`config.mk`:
```
export PLATFORM = sky130hd
export DESIGN_NAME = softmax_argmax_core
export DESIGN_NICKNAME = d
export VERILOG_FILES = /design/src/hw/rtl/smax_pkg.sv /design/src/hw/rtl/smax_ram.sv /design/src/hw/rtl/softmax_argmax_core.sv
export SDC_FILE = /design/constraint.sdc
export NUM_CORES = 2
export LEC_CHECK = 0
export BUFFER_PORTS_ARGS = -buffer_cell sky130_fd_sc_hd__buf_2
export CORE_ASPECT_RATIO = 1.5
export CORE_UTILIZATION = 65
export CTS_CLUSTER_DIAMETER = 80
export DETAILED_ROUTE_END_ITERATION = 10
export PLACE_DENSITY = 0.78
export SLEW_MARGIN = 20
export SYNTH_ARGS = -nofsm -noshare
export SYNTH_HDL_FRONTEND = slang
export SYNTH_HIERARCHICAL = 1
export SYNTH_SLANG_ARGS = --single-unit
```
`constraint.sdc`:
```
create_clock -name clk -period 18 [get_ports clk]
set_input_delay 3.6 -clock clk [delete_from_list [all_inputs] [get_ports clk]]
set_output_delay 3.6 -clock clk [all_outputs]
set_load 0.01 [all_outputs]
```
`src/hw/rtl/smax_pkg.sv`:
```
`timescale 1ns / 1ps

package smax_pkg;

  localparam int NUM_CLASSES_DEF = 8;
  localparam int LOGIT_W         = 16;
  localparam int EXP_W           = 16;
  localparam int CLS_W           = 3;

  typedef struct packed {
    logic signed [LOGIT_W-1:0] logit;
    logic                      last;
  } smax_in_t;

  typedef struct packed {
    logic [CLS_W-1:0] class_index;
    logic [EXP_W-1:0] probability;
    logic [CLS_W-1:0] predicted_class;
    logic [EXP_W-1:0] confidence;
    logic             last_result;
  } smax_out_t;

  typedef enum logic [4:0] {
    ST_LOAD,
    ST_RD_LOGIT,
    ST_EXP_SETUP,
    ST_TAY_MUL,
    ST_TAY_DIVLD,
    ST_TAY_DIV,
    ST_TAY_ACC,
    ST_SQ_LD,
    ST_SQ_MUL,
    ST_SQ_NEXT,
    ST_EXP_DONE,
    ST_CONF_LD,
    ST_CONF_DIV,
    ST_CONF_DONE,
    ST_RD_EXP,
    ST_PROB_LD,
    ST_PROB_DIV,
    ST_PROB_DONE
  } smax_state_t;

endpackage

```
`src/hw/rtl/smax_ram.sv`:
```
`timescale 1ns / 1ps

module smax_ram #(
  parameter int DATA_W = smax_pkg::LOGIT_W,
  parameter int DEPTH  = smax_pkg::NUM_CLASSES_DEF
) (
  input  logic                                        clk,
  input  logic                                        we,
  input  logic [((DEPTH > 1) ? $clog2(DEPTH) : 1)-1:0] waddr,
  input  logic [DATA_W-1:0]                           wdata,
  input  logic [((DEPTH > 1) ? $clog2(DEPTH) : 1)-1:0] raddr,
  output logic [DATA_W-1:0]                           rdata
);

  logic [DATA_W-1:0] mem_r [DEPTH];
  logic [DATA_W-1:0] rdata_r;

  always_ff @(posedge clk) begin
    if (we) begin
      mem_r[waddr] <= wdata;
    end
    rdata_r <= mem_r[raddr];
  end

  assign rdata = rdata_r;

endmodule

```
`src/hw/rtl/softmax_argmax_core.sv`:
```
`timescale 1ns / 1ps

// Softmax with argmax over up to NUM_CLASSES signed Q8.8 scores. While busy is low, one score
// word is taken per cycle; words beyond NUM_CLASSES are dropped, and a word with last set
// starts the evaluation and raises busy. Each class then evaluates a series for its exponent,
// term by term, the last term zero or the sixtieth (one term for the top class, about 21 for
// the widest differences); every term needs a 64-bit product built from four 32-bit partial
// products in one shared multiplier and a 64-step bit-serial divide by the term index. A
// class below the exponent cutoff skips the series and gets a zero exponent. The confidence
// is computed next, then each result word in turn is set by a 33-step divide by the exponent
// sum. Results are one-cycle strobes on out_valid that the receiver cannot stall; busy falls
// in the cycle of the final result.

module softmax_argmax_core #(
  parameter int NUM_CLASSES = smax_pkg::NUM_CLASSES_DEF
) (
  input  logic                clk,
  input  logic                rst_n,
  input  logic                start,
  output logic                busy,
  input  smax_pkg::smax_in_t  in_word,
  output logic                out_valid,
  output smax_pkg::smax_out_t out_word
);

  localparam int IDX_W    = (NUM_CLASSES > 1) ? $clog2(NUM_CLASSES) : 1;
  localparam int CNT_W    = $clog2(NUM_CLASSES + 1);
  localparam int SUM_W    = smax_pkg::EXP_W + $clog2(NUM_CLASSES);
  localparam int TAY_ITER = 64;
  localparam int PRB_ITER = 33;
  localparam int PRB_PAD  = 64 - PRB_ITER;
  localparam int MAX_TERM = 60;

  smax_pkg::smax_state_t state_r, state_nxt;

  logic [CNT_W-1:0]        count_r, count_nxt;
  logic signed [15:0]      max_r, max_nxt;
  logic [IDX_W-1:0]        max_idx_r, max_idx_nxt;
  logic [IDX_W-1:0]        idx_r, idx_nxt;
  logic [SUM_W-1:0]        sum_r, sum_nxt;
  logic                    out_valid_r, out_valid_nxt;
  smax_pkg::smax_out_t     out_word_r, out_word_nxt;

  logic [63:0]             mul_a_r, mul_a_nxt;
  logic [63:0]             mul_b_r, mul_b_nxt;
  logic [63:0]             pp_r, pp_nxt;
  logic [1:0]              sh_r, sh_nxt;
  logic [127:0]            prod_r, prod_nxt;
  logic [2:0]              step_r, step_nxt;
  logic [63:0]             dvd_r, dvd_nxt;
  logic [SUM_W-1:0]        rem_r, rem_nxt;
  logic [SUM_W-1:0]        dsr_r, dsr_nxt;
  logic [6:0]              dcnt_r, dcnt_nxt;
  logic [63:0]             acc_r, acc_nxt;
  logic [5:0]              n_r, n_nxt;
  logic [1:0]              sq_r, sq_nxt;
  logic [15:0]             conf_e_r, conf_e_nxt;
  logic [15:0]             conf_r, conf_nxt;

  logic                    accept;
  logic                    store_ok;
  logic                    last_idx;
  logic                    logit_we;
  logic [15:0]             logit_rdata;
  logic                    exp_we;
  logic [15:0]             exp_rdata;
  logic signed [16:0]      d_c;
  logic [16:0]             d_neg;
  logic                    too_low;
  logic [12:0]             k_c;
  logic [31:0]             op_x, op_y;
  logic [63:0]             pp_c;
  logic [127:0]            pp_shift;
  logic [127:0]            prod_sum;
  logic [SUM_W:0]          rem_sh, rem_dif;
  logic                    qbit;
  logic                    div_end;
  logic [64:0]             e_rnd;
  logic [15:0]             e_q16;
  logic [15:0]             q_sat;
  logic [15:0]             e_sel;
  logic [32:0]             numer;
  logic [6:0]              idx_ext, max_ext;

  assign busy      = (state_r != smax_pkg::ST_LOAD);
  assign accept    = start && !busy;
  assign store_ok  = (count_r < CNT_W'(NUM_CLASSES));
  assign last_idx  = (CNT_W'(idx_r) == (count_r - CNT_W'(1)));
  assign logit_we  = accept && store_ok;
  assign exp_we    = (state_r == smax_pkg::ST_EXP_DONE);
  assign out_valid = out_valid_r;
  assign out_word  = out_word_r;

  smax_ram #(
    .DATA_W(smax_pkg::LOGIT_W),
    .DEPTH (NUM_CLASSES)
  ) u_logit_ram (
    .clk  (clk),
    .we   (logit_we),
    .waddr(count_r[IDX_W-1:0]),
    .wdata(in_word.logit),
    .raddr(idx_r),
    .rdata(logit_rdata)
  );

  smax_ram #(
    .DATA_W(smax_pkg::EXP_W),
    .DEPTH (NUM_CLASSES)
  ) u_exp_ram (
    .clk  (clk),
    .we   (exp_we),
    .waddr(idx_r),
    .wdata(e_q16),
    .raddr(idx_r),
    .rdata(exp_rdata)
  );

  always_comb begin
    d_c     = $signed({logit_rdata[15], logit_rdata}) - $signed({max_r[15], max_r});
    d_neg   = 17'(-d_c);
    too_low = (d_c < -17'sd4096);
    k_c     = d_c[16] ? d_neg[12:0] : 13'd0;

    case (step_r[1:0])
      2'd0: begin
        op_x = mul_a_r[31:0];
        op_y = mul_b_r[31:0];
      end
      2'd1: begin
        op_x = mul_a_r[31:0];
        op_y = mul_b_r[63:32];
      end
      2'd2: begin
        op_x = mul_a_r[63:32];
        op_y = mul_b_r[31:0];
      end
      default: begin
        op_x = mul_a_r[63:32];
        op_y = mul_b_r[63:32];
      end
    endcase
    pp_c = op_x * op_y;

    case (sh_r)
      2'd0:    pp_shift = {64'd0, pp_r};
      2'd1:    pp_shift = {32'd0, pp_r, 32'd0};
      2'd2:    pp_shift = {pp_r, 64'd0};
      default: pp_shift = '0;
    endcase
    prod_sum = prod_r + pp_shift;

    rem_sh  = {rem_r, dvd_r[63]};
    rem_dif = rem_sh - {1'b0, dsr_r};
    qbit    = !rem_dif[SUM_W];
    div_end = (dcnt_r == 7'd1);

    e_rnd = {1'b0, acc_r} + (65'd1 << 45);
    e_q16 = (|e_rnd[64:62]) ? 16'hFFFF : e_rnd[61:46];
    q_sat = (|dvd_r[63:16]) ? 16'hFFFF : dvd_r[15:0];

    e_sel = (state_r == smax_pkg::ST_CONF_LD) ? conf_e_r : exp_rdata;
    numer = {1'b0, e_sel, 16'd0} + 33'(sum_r >> 1);

    idx_ext = 7'(idx_r);
    max_ext = 7'(max_idx_r);
  end

  always_comb begin
    state_nxt = state_r;
    case (state_r)
      smax_pkg::ST_LOAD: begin
        if (accept && in_word.last) begin
          state_nxt = smax_pkg::ST_RD_LOGIT;
        end
      end
      smax_pkg::ST_RD_LOGIT:  state_nxt = smax_pkg::ST_EXP_SETUP;
      smax_pkg::ST_EXP_SETUP: state_nxt = too_low ? smax_pkg::ST_EXP_DONE : smax_pkg::ST_TAY_MUL;
      smax_pkg::ST_TAY_MUL: begin
        if (step_r == 3'd4) begin
          state_nxt = smax_pkg::ST_TAY_DIVLD;
        end
      end
      smax_pkg::ST_TAY_DIVLD: state_nxt = smax_pkg::ST_TAY_DIV;
      smax_pkg::ST_TAY_DIV: begin
        if (div_end) begin
          state_nxt = smax_pkg::ST_TAY_ACC;
        end
      end
      smax_pkg::ST_TAY_ACC: begin
        if ((dvd_r == 64'd0) || (n_r == 6'(MAX_TERM))) begin
          state_nxt = smax_pkg::ST_SQ_LD;
        end else begin
          state_nxt = smax_pkg::ST_TAY_MUL;
        end
      end
      smax_pkg::ST_SQ_LD: state_nxt = smax_pkg::ST_SQ_MUL;
      smax_pkg::ST_SQ_MUL: begin
        if (step_r == 3'd4) begin
          state_nxt = smax_pkg::ST_SQ_NEXT;
        end
      end
      smax_pkg::ST_SQ_NEXT: begin
        state_nxt = (sq_r == 2'd3) ? smax_pkg::ST_EXP_DONE : smax_pkg::ST_SQ_LD;
      end
      smax_pkg::ST_EXP_DONE: begin
        state_nxt = last_idx ? smax_pkg::ST_CONF_LD : smax_pkg::ST_RD_LOGIT;
      end
      smax_pkg::ST_CONF_LD: state_nxt = smax_pkg::ST_CONF_DIV;
      smax_pkg::ST_CONF_DIV: begin
        if (div_end) begin
          state_nxt = smax_pkg::ST_CONF_DONE;
        end
      end
      smax_pkg::ST_CONF_DONE: state_nxt = smax_pkg::ST_RD_EXP;
      smax_pkg::ST_RD_EXP:    state_nxt = smax_pkg::ST_PROB_LD;
      smax_pkg::ST_PROB_LD:   state_nxt = smax_pkg::ST_PROB_DIV;
      smax_pkg::ST_PROB_DIV: begin
        if (div_end) begin
          state_nxt = smax_pkg::ST_PROB_DONE;
        end
      end
      smax_pkg::ST_PROB_DONE: begin
        state_nxt = last_idx ? smax_pkg::ST_LOAD : smax_pkg::ST_RD_EXP;
      end
      default: state_nxt = smax_pkg::ST_LOAD;
    endcase
  end

  always_comb begin
    count_nxt     = count_r;
    max_nxt       = max_r;
    max_idx_nxt   = max_idx_r;
    idx_nxt       = idx_r;
    sum_nxt       = sum_r;
    out_valid_nxt = 1'b0;
    out_word_nxt  = out_word_r;
    mul_a_nxt     = mul_a_r;
    mul_b_nxt     = mul_b_r;
    pp_nxt        = pp_r;
    sh_nxt        = sh_r;
    prod_nxt      = prod_r;
    step_nxt      = step_r;
    dvd_nxt       = dvd_r;
    rem_nxt       = rem_r;
    dsr_nxt       = dsr_r;
    dcnt_nxt      = dcnt_r;
    acc_nxt       = acc_r;
    n_nxt         = n_r;
    sq_nxt        = sq_r;
    conf_e_nxt    = conf_e_r;
    conf_nxt      = conf_r;

    case (state_r)
      smax_pkg::ST_LOAD: begin
        if (accept) begin
          if (store_ok) begin
            if ((count_r == '0) || (in_word.logit > max_r)) begin
              max_nxt     = in_word.logit;
              max_idx_nxt = count_r[IDX_W-1:0];
            end
            count_nxt = count_r + CNT_W'(1);
          end
          if (in_word.last) begin
            idx_nxt = '0;
            sum_nxt = '0;
          end
        end
      end
      smax_pkg::ST_EXP_SETUP: begin
        if (too_low) begin
          acc_nxt = 64'd0;
        end else begin
          acc_nxt   = 64'd1 << 62;
          mul_a_nxt = 64'd1 << 62;
          mul_b_nxt = {1'b0, k_c, 50'd0};
          n_nxt     = 6'd1;
          step_nxt  = 3'd0;
          prod_nxt  = '0;
        end
      end
      smax_pkg::ST_TAY_MUL, smax_pkg::ST_SQ_MUL: begin
        if (step_r != 3'd4) begin
          pp_nxt = pp_c;
          sh_nxt = (step_r == 3'd0) ? 2'd0 : ((step_r == 3'd3) ? 2'd2 : 2'd1);
        end
        if (step_r != 3'd0) begin
          prod_nxt = prod_sum;
        end
        step_nxt = step_r + 3'd1;
      end
      smax_pkg::ST_TAY_DIVLD: begin
        dvd_nxt  = prod_r[125:62];
        rem_nxt  = '0;
        dsr_nxt  = SUM_W'(n_r);
        dcnt_nxt = 7'(TAY_ITER);
      end
      smax_pkg::ST_TAY_DIV, smax_pkg::ST_CONF_DIV, smax_pkg::ST_PROB_DIV: begin
        rem_nxt  = qbit ? rem_dif[SUM_W-1:0] : rem_sh[SUM_W-1:0];
        dvd_nxt  = {dvd_r[62:0], qbit};
        dcnt_nxt = dcnt_r - 7'd1;
      end
      smax_pkg::ST_TAY_ACC: begin
        sq_nxt = 2'd0;
        if (dvd_r != 64'd0) begin
          acc_nxt = n_r[0] ? (acc_r - dvd_r) : (acc_r + dvd_r);
          if (n_r != 6'(MAX_TERM)) begin
            n_nxt     = n_r + 6'd1;
            mul_a_nxt = dvd_r;
            step_nxt  = 3'd0;
            prod_nxt  = '0;
          end
        end
      end
      smax_pkg::ST_SQ_LD: begin
        mul_a_nxt = acc_r;
        mul_b_nxt = acc_r;
        step_nxt  = 3'd0;
        prod_nxt  = '0;
      end
      smax_pkg::ST_SQ_NEXT: begin
        acc_nxt = prod_r[125:62];
        sq_nxt  = sq_r + 2'd1;
      end
      smax_pkg::ST_EXP_DONE: begin
        sum_nxt = sum_r + SUM_W'(e_q16);
        if (idx_r == max_idx_r) begin
          conf_e_nxt = e_q16;
        end
        if (!last_idx) begin
          idx_nxt = idx_r + IDX_W'(1);
        end
      end
      smax_pkg::ST_CONF_LD, smax_pkg::ST_PROB_LD: begin
        dvd_nxt  = {numer, {PRB_PAD{1'b0}}};
        rem_nxt  = '0;
        dsr_nxt  = sum_r;
        dcnt_nxt = 7'(PRB_ITER);
      end
      smax_pkg::ST_CONF_DONE: begin
        conf_nxt = q_sat;
        idx_nxt  = '0;
      end
      smax_pkg::ST_PROB_DONE: begin
        out_valid_nxt                = 1'b1;
        out_word_nxt.class_index     = idx_ext[smax_pkg::CLS_W-1:0];
        out_word_nxt.probability     = q_sat;
        out_word_nxt.predicted_class = max_ext[smax_pkg::CLS_W-1:0];
        out_word_nxt.confidence      = conf_r;
        out_word_nxt.last_result     = last_idx;
        if (last_idx) begin
          count_nxt   = '0;
          max_nxt     = -16'sd32768;
          max_idx_nxt = '0;
          sum_nxt     = '0;
        end else begin
          idx_nxt = idx_r + IDX_W'(1);
        end
      end
      default: begin
        count_nxt = count_r;
      end
    endcase
  end

  always_ff @(posedge clk) begin
    if (!rst_n) begin
      state_r     <= smax_pkg::ST_LOAD;
      count_r     <= '0;
      max_r       <= -16'sd32768;
      max_idx_r   <= '0;
      idx_r       <= '0;
      sum_r       <= '0;
      out_valid_r <= 1'b0;
    end else begin
      state_r     <= state_nxt;
      count_r     <= count_nxt;
      max_r       <= max_nxt;
      max_idx_r   <= max_idx_nxt;
      idx_r       <= idx_nxt;
      sum_r       <= sum_nxt;
      out_valid_r <= out_valid_nxt;
    end
  end

  always_ff @(posedge clk) begin
    out_word_r <= out_word_nxt;
    mul_a_r    <= mul_a_nxt;
    mul_b_r    <= mul_b_nxt;
    pp_r       <= pp_nxt;
    sh_r       <= sh_nxt;
    prod_r     <= prod_nxt;
    step_r     <= step_nxt;
    dvd_r      <= dvd_nxt;
    rem_r      <= rem_nxt;
    dsr_r      <= dsr_nxt;
    dcnt_r     <= dcnt_nxt;
    acc_r      <= acc_nxt;
    n_r        <= n_nxt;
    sq_r       <= sq_nxt;
    conf_e_r   <= conf_e_nxt;
    conf_r     <= conf_nxt;
  end

endmodule

```
# Word level (Yosys, flattened, before mapping)
# Memories as Yosys holds them, arrays and structs flattened. A register that Yosys moved wholly into a read port is not among the register bits.
# Cells that the tools add are included.
[word_totals] reg_bits=628 mem_count=2 out_inout_bits=41 ram_bits=256 input_bits=20 elab_cells=221
[classes] n_reduce_logical=50 n_eq_ne=46 add_sub_neg=16 mul=1 magnitude_cmp=3 mux=76
[memory_table] name="u_exp_ram.mem_r" depth=8 word_bits=16 rd=1 rd_clocked_by_memory_dff=1 wr=1 line_no="smax_ram.sv:15" source="logic [DATA_W-1:0] mem_r [DEPTH];"
[memory_table] name="u_logit_ram.mem_r" depth=8 word_bits=16 rd=1 rd_clocked_by_memory_dff=1 wr=1 line_no="smax_ram.sv:15"
[op_table] cell="$pmux 64 s3" count=3
[op_table] cell="$mux 128" count=4
[op_table] cell="$pmux 128 s4" count=1
[op_table] cell="$mux 64" count=6
[op_table] cell="$pmux 128 s3" count=1
[op_table] cell="$add 128x128->128" count=1
[op_table] cell="$pmux 64 s2" count=1
[op_table] cell="$mux 16" count=7
[op_table] cell="$pmux 5 s18" count=1
[op_table] cell="$mux 19" count=4
[op_table] cell="$pmux 19 s2" count=2
[op_table] cell="$add 64x46->65 const B" count=1
[op_table] cell="$add 64x64->64" count=1
[op_table] cell="$logic_not 64->1" count=1
[op_table] cell="$mul 32x32->64" count=1
[op_table] cell="$mux 32" count=2
[op_table] cell="$reduce_bool 64->1" count=1
[op_table] cell="$sub 64x64->64" count=1
[op_table] cell="$mux 63" count=1
[op_table] cell="$pmux 19 s3" count=1
[op_table] cell="$reduce_or 48->1" count=1
[op_table] cell="$eq 5x4->1 const B" count=8
[op_table] cell="$add 32x18->33" count=1
[op_table] cell="$mux 3" count=11
[op_table] cell="59 further kinds" count=130

# Logic depth before layout (Yosys ltp)
[depth] word_depth=6 ltp_mapped=37 mapped_depth_nobuf=33

# Cells and area by module
# The synthesis kept the hierarchy.
[by_module_without_submodules] mod="softmax_argmax_core" cells_each=8154 seq_area_each_um2=18287.5 instances=1 area_each_um2=74825.5
[by_module_without_submodules] mod="smax_ram" cells_each=214 seq_area_each_um2=4164.0 instances=2 area_each_um2=5293.8

# Worst setup path after synthesis
# No wires, ideal clock.
[synth_timing] path_kind="register -> register" startpoint="register step_r[0]" endpoint="register pp_r[57] (data pin)" stages_incl_launch_ff=33 n_path_buf=3 slack_ns=8.472 period_less_slack_ns=9.528 required_ns=17.735 arrival_time_ns=9.263 path_cell_list="edfxtp_1 inv_1 ha_1 clkbuf_1 nor2_1 clkbuf_1 mux2i_1 clkbuf_1 nor2_1 fa_1 fa_1 fa_1 inv_1 fa_1 inv_1 fa_1 inv_1 fa_1 inv_1 fa_1 fa_1 ha_1 a21o_1 a211o_1 or3_1 o211ai_1 a21oi_1 a221oi_1 o21ai_0 a221oi_1 o21a_1 o21ai_0 xor2_1"
[synth_via] elab_chain_cells=4 elab_cells_between_ends=8
[synth_lines] item="from (decl)" line_no="softmax_argmax_core.sv:49" source="logic [2:0] step_r, step_nxt;"
[synth_lines] item="from (signal assigned)" line_no="softmax_argmax_core.sv:392" source="step_r <= step_nxt;"
[synth_lines] item="$eq 2x1->1 (tied with other cells)" line_no="softmax_argmax_core.sv:124" source="case (step_r[1:0])"
[synth_lines] item="$reduce_or 2->1 (no source line)"
[synth_lines] item="$mux 32" line_no="softmax_argmax_core.sv:124"
[synth_lines] item="$mul 32x32->64 *" line_no="softmax_argmax_core.sv:142" source="pp_c = op_x * op_y;"
[synth_lines] item="named net pp_c[57]" line_no="softmax_argmax_core.sv:72" source="logic [63:0] pp_c;"
[synth_lines] item="to (signal assigned)" line_no="softmax_argmax_core.sv:389" source="pp_r <= pp_nxt;"
[synth_lines] item="to (decl)" line_no="softmax_argmax_core.sv:46" source="logic [63:0] pp_r, pp_nxt;"
# The timed path passes the listed nets; every way through them passes the cells marked *.
# A chain may end at the register's enable or synchronous reset.

# Final worst setup path
[layout_timing] startpoint="register step_r[0]" endpoint="register pp_r[63] (data pin)"
# The elaborated chain is that of the path after synthesis.

==> flow_summary.yaml <==
place:
  routabilityCongestion: 1.081
  io_buffers: 60
  place_hpwl_um: 235400
synth:
  syn_area_per_cell_um2: 9.953
  synth-edff-count: 831
  async_flop_share_pct: 0
  synth_top_area_cell: "edfxtp_1"
  yosysWarnings: 6
  netlist_instances: 8582
  synthFlopType: "edfxtp_1"
  synthDistinctLibCells: 98
  ys_seq_area_share_pct: 31.16
  ys_seq_elements: 914
  synth_top_area_share_pct: 29.22
  syn_area_um2: 85410
  synth_area_leaders: "edfxtp_1 29%, fa_1 21%, ha_1 7.9%"
  syn_nets: 10041
detailed_routing:
  wl_per_cell_um: 30.34
  drt-total-wl_um: 311200
  vias_per_cell: 6.667
  num_vias: 68393
  drt_iter0_markers: 7602
  ant_nets: 0
  firstDrtPassIters: 8
  drc: 0
clocking:
  holdBufCountCts: 0
  cts.sink_count: 914
  htreeDepth: 3
  clock_latency_ns: 0.77
  clk_pin_slew_ns: 0.07
  numCtsBuffers: 87
  cts_tree: "yes"
  cts-root-buf: "clkbuf_16"
  cts_resized: 0
  cts_buffer_depth: 3
  post_cts_buffers: 0
grt:
  grt_usage_pct: 47.49
  grt_max_degree: 77
  grt_first_pass_wirelength_um: 454800
  grt_remaining_overflow: 0
  grt_pass1_vias: 70879
  grt.busiest_layer: "met2"
  use_met1_pct: 49.33
  grtUsageMet2_pct: 76.97
  use_met3_pct: 12.35
  grt_antenna_before_repair: 21
worst_hold_path:
  hold_class: "flip-flop to flip-flop"
  min_from: "conf_r[5]"
worst_setup_path:
  slowest_stage: "mux2_2"
  path_class: "flip-flop to flip-flop"
  cp.required_ns: 18.47
  crit_path_start: "step_r[0]"
  start_kind: "flip-flop"
  cp_top_family: "adder cells"
  endpoint_kind: "flip-flop"
  path_buf_inv: 3
  cpPeakStageDelay_ns: 0.84
  crit_arrival_ns: 11.60
  crit_path_frequent_cell: "fa_1"
  critPathMaxFanout: 44
  r2r-start: "step_r[0]"
sta:
  relSlewSlack_pct: 22.21
  hold_violations: 0
  rsz0062_at_grt: "no"
  max_freq_mhz: 89.81
  tightestPinTransition_ns: 1.167
  setup_tns_ns: 0
  slew_violations: 0
  finalCritPeriodShare_pct: 61.86
  post-route-min-period_ns: 11.13
  finClkSkew_ns: 0.07132
  setup_violations: 0
floorplan:
  initial_utilization_pct: 65.64
  floorplan.die_area_um2: 132900
  core.rowCount: 162
  ios: 61
  die_h_um: 446.0
  die_w_um: 298.0
  coreArea_um2: 130100
outcome:
  status: "completed"
final_layout:
  synthToLayoutAreaGrowth_pct: 6.116
  layout-drive-gt1-share_pct: 6.806
  nNetsFinal: 9907
job:
  max_cap_viol_count: 0
[final timing paths]
kind	endpoint	slack (ns)	depth (start not counted)
setup reg to reg	pp_r[63]	6.87	27
hold / removal	out_word[6]	0.41	0
hold reg to reg	out_word[6]	0.41	0
setup / recovery	pp_r[63]	6.87	27
[layout make-up]
| type | instances | area [um2] |
|---|---|---|
| Antenna cell | 14 | 35.03 |
| Fill cell | 9710 | 39490 |
| Tap cell | 1722 | 2155 |
| Sequential cell | 914 | 26620 |
| Clock buffer | 110 | 2356 |
| Multi-Input combinational cell | 6250 | 53800 |
| Clock inverter | 53 | 633.1 |
| Timing Repair Buffer | 188 | 1261 |
| Inverter | 1007 | 3780 |
[routing by layer]
layer / part of all wire, % / vias to the layer above
li1: - / 28598
met5: 0.024 / -
met1: 31 / 33717
met2: 47 / 4446
met3: 10 / 1622
met4: 13 / 10
[per-stage QoR]
stage               hold WS [ns]  instances  util (%)  worst slack, ns  instance area [um2]
floorplan                 0.4003       8582         -            8.472                85410
detailed placement        0.4045      10081     67.30            7.181                87580
CTS                       0.4146      10244     69.60            7.101                90570
global placement          0.4006      10081     67.30            7.313                87580
global route              0.4263      10245     69.63            6.636                90600
finish                    0.4115      10258     69.65            6.866                90640
[cell families after synthesis]
logic type | synth area share [%]
adder cells (fa/ha/maj) | 29.01
AO/OA/AOI/OAI | 10.41
flip-flops | 31.16
XOR/XNOR | 3.968
AND/OR/NAND/NOR | 14.27
buffers and inverters | 6.331
multiplexers | 4.855
[registers in the layout (all words and copies together) (netlist names), 19 cells and up]
register           flops
acc_r                 64
dsr_r                 19
dvd_r                 64
mul_a_r               64
mul_b_r               64
out_word              39
pp_r                  64
prod_r               126
rem_r                 19
sum_r                 19
u_exp_ram/mem_r      128
u_logit_ram/mem_r    128
[cell usage after synthesis, drive strengths merged (12+ instances only)]
cell and number:
a21o 217, dfxtp 83, mux4 64, a22oi 35, inv 1004, nor3 88
nor3b 17, a221oi 12, fa 902, xnor2 248, o211ai 24, or2 30
nor2 1071, or3 33, nand2b 62, nor2b 72, a211oi 27, o21a 45
a211o 15, edfxtp 831, mux2i 139, nand4 103, a31oi 46, a221o 23
o21ai 312, mux2 98, and3 56, a22o 36, a21oi 408, o31ai 23
or4 12, buf 41, nand2 867, o21bai 60, a21boi 17, nor4 19
nand3 108, xor2 139, and2 172, clkbuf 370, ha 537
[worst register-to-register path, stage by stage (launching register included)]
cell,delay (ns)
edfxtp_1,0.40
inv_1,0.08
ha_1,0.33
nor2_4,0.56
buf_4,0.76
mux2_2,0.87
nand2_1,0.23
fa_1,0.57
inv_1,0.05
fa_1,0.48
fa_1,0.56
fa_1,0.45
fa_1,0.54
fa_1,0.50
fa_1,0.57
fa_1,0.43
ha_1,0.56
a21o_1,0.27
a21o_1,0.16
a21oi_1,0.35
nand3_1,0.17
a311oi_1,0.71
o21a_1,0.31
o21ba_2,0.24
nor3_1,0.10
a211o_1,0.30
a21oi_1,0.18
xnor2_1,0.10
[cells in the final DEF, fill, tap and decap left out, types with 102 or more instances in the layout]
cell type  Yosys  routed
nand4_1      102     102
nand2_1      865     863
edfxtp_1     831     831
o21ai_0      307     302
fa_1         902     902
xnor2_1      248     247
a21oi_1      405     403
ha_1         537     537
a21o_1       217     216
and2_1       169     168
nand3_1      108     108
xor2_1       139     139
nor2_1      1070    1064
inv_1       1004    1003
buf_4          3     128
Power is left out: the tool's default activity adds up to more than one toggle a clock period on the data nets, which glitch-free logic cannot reach.
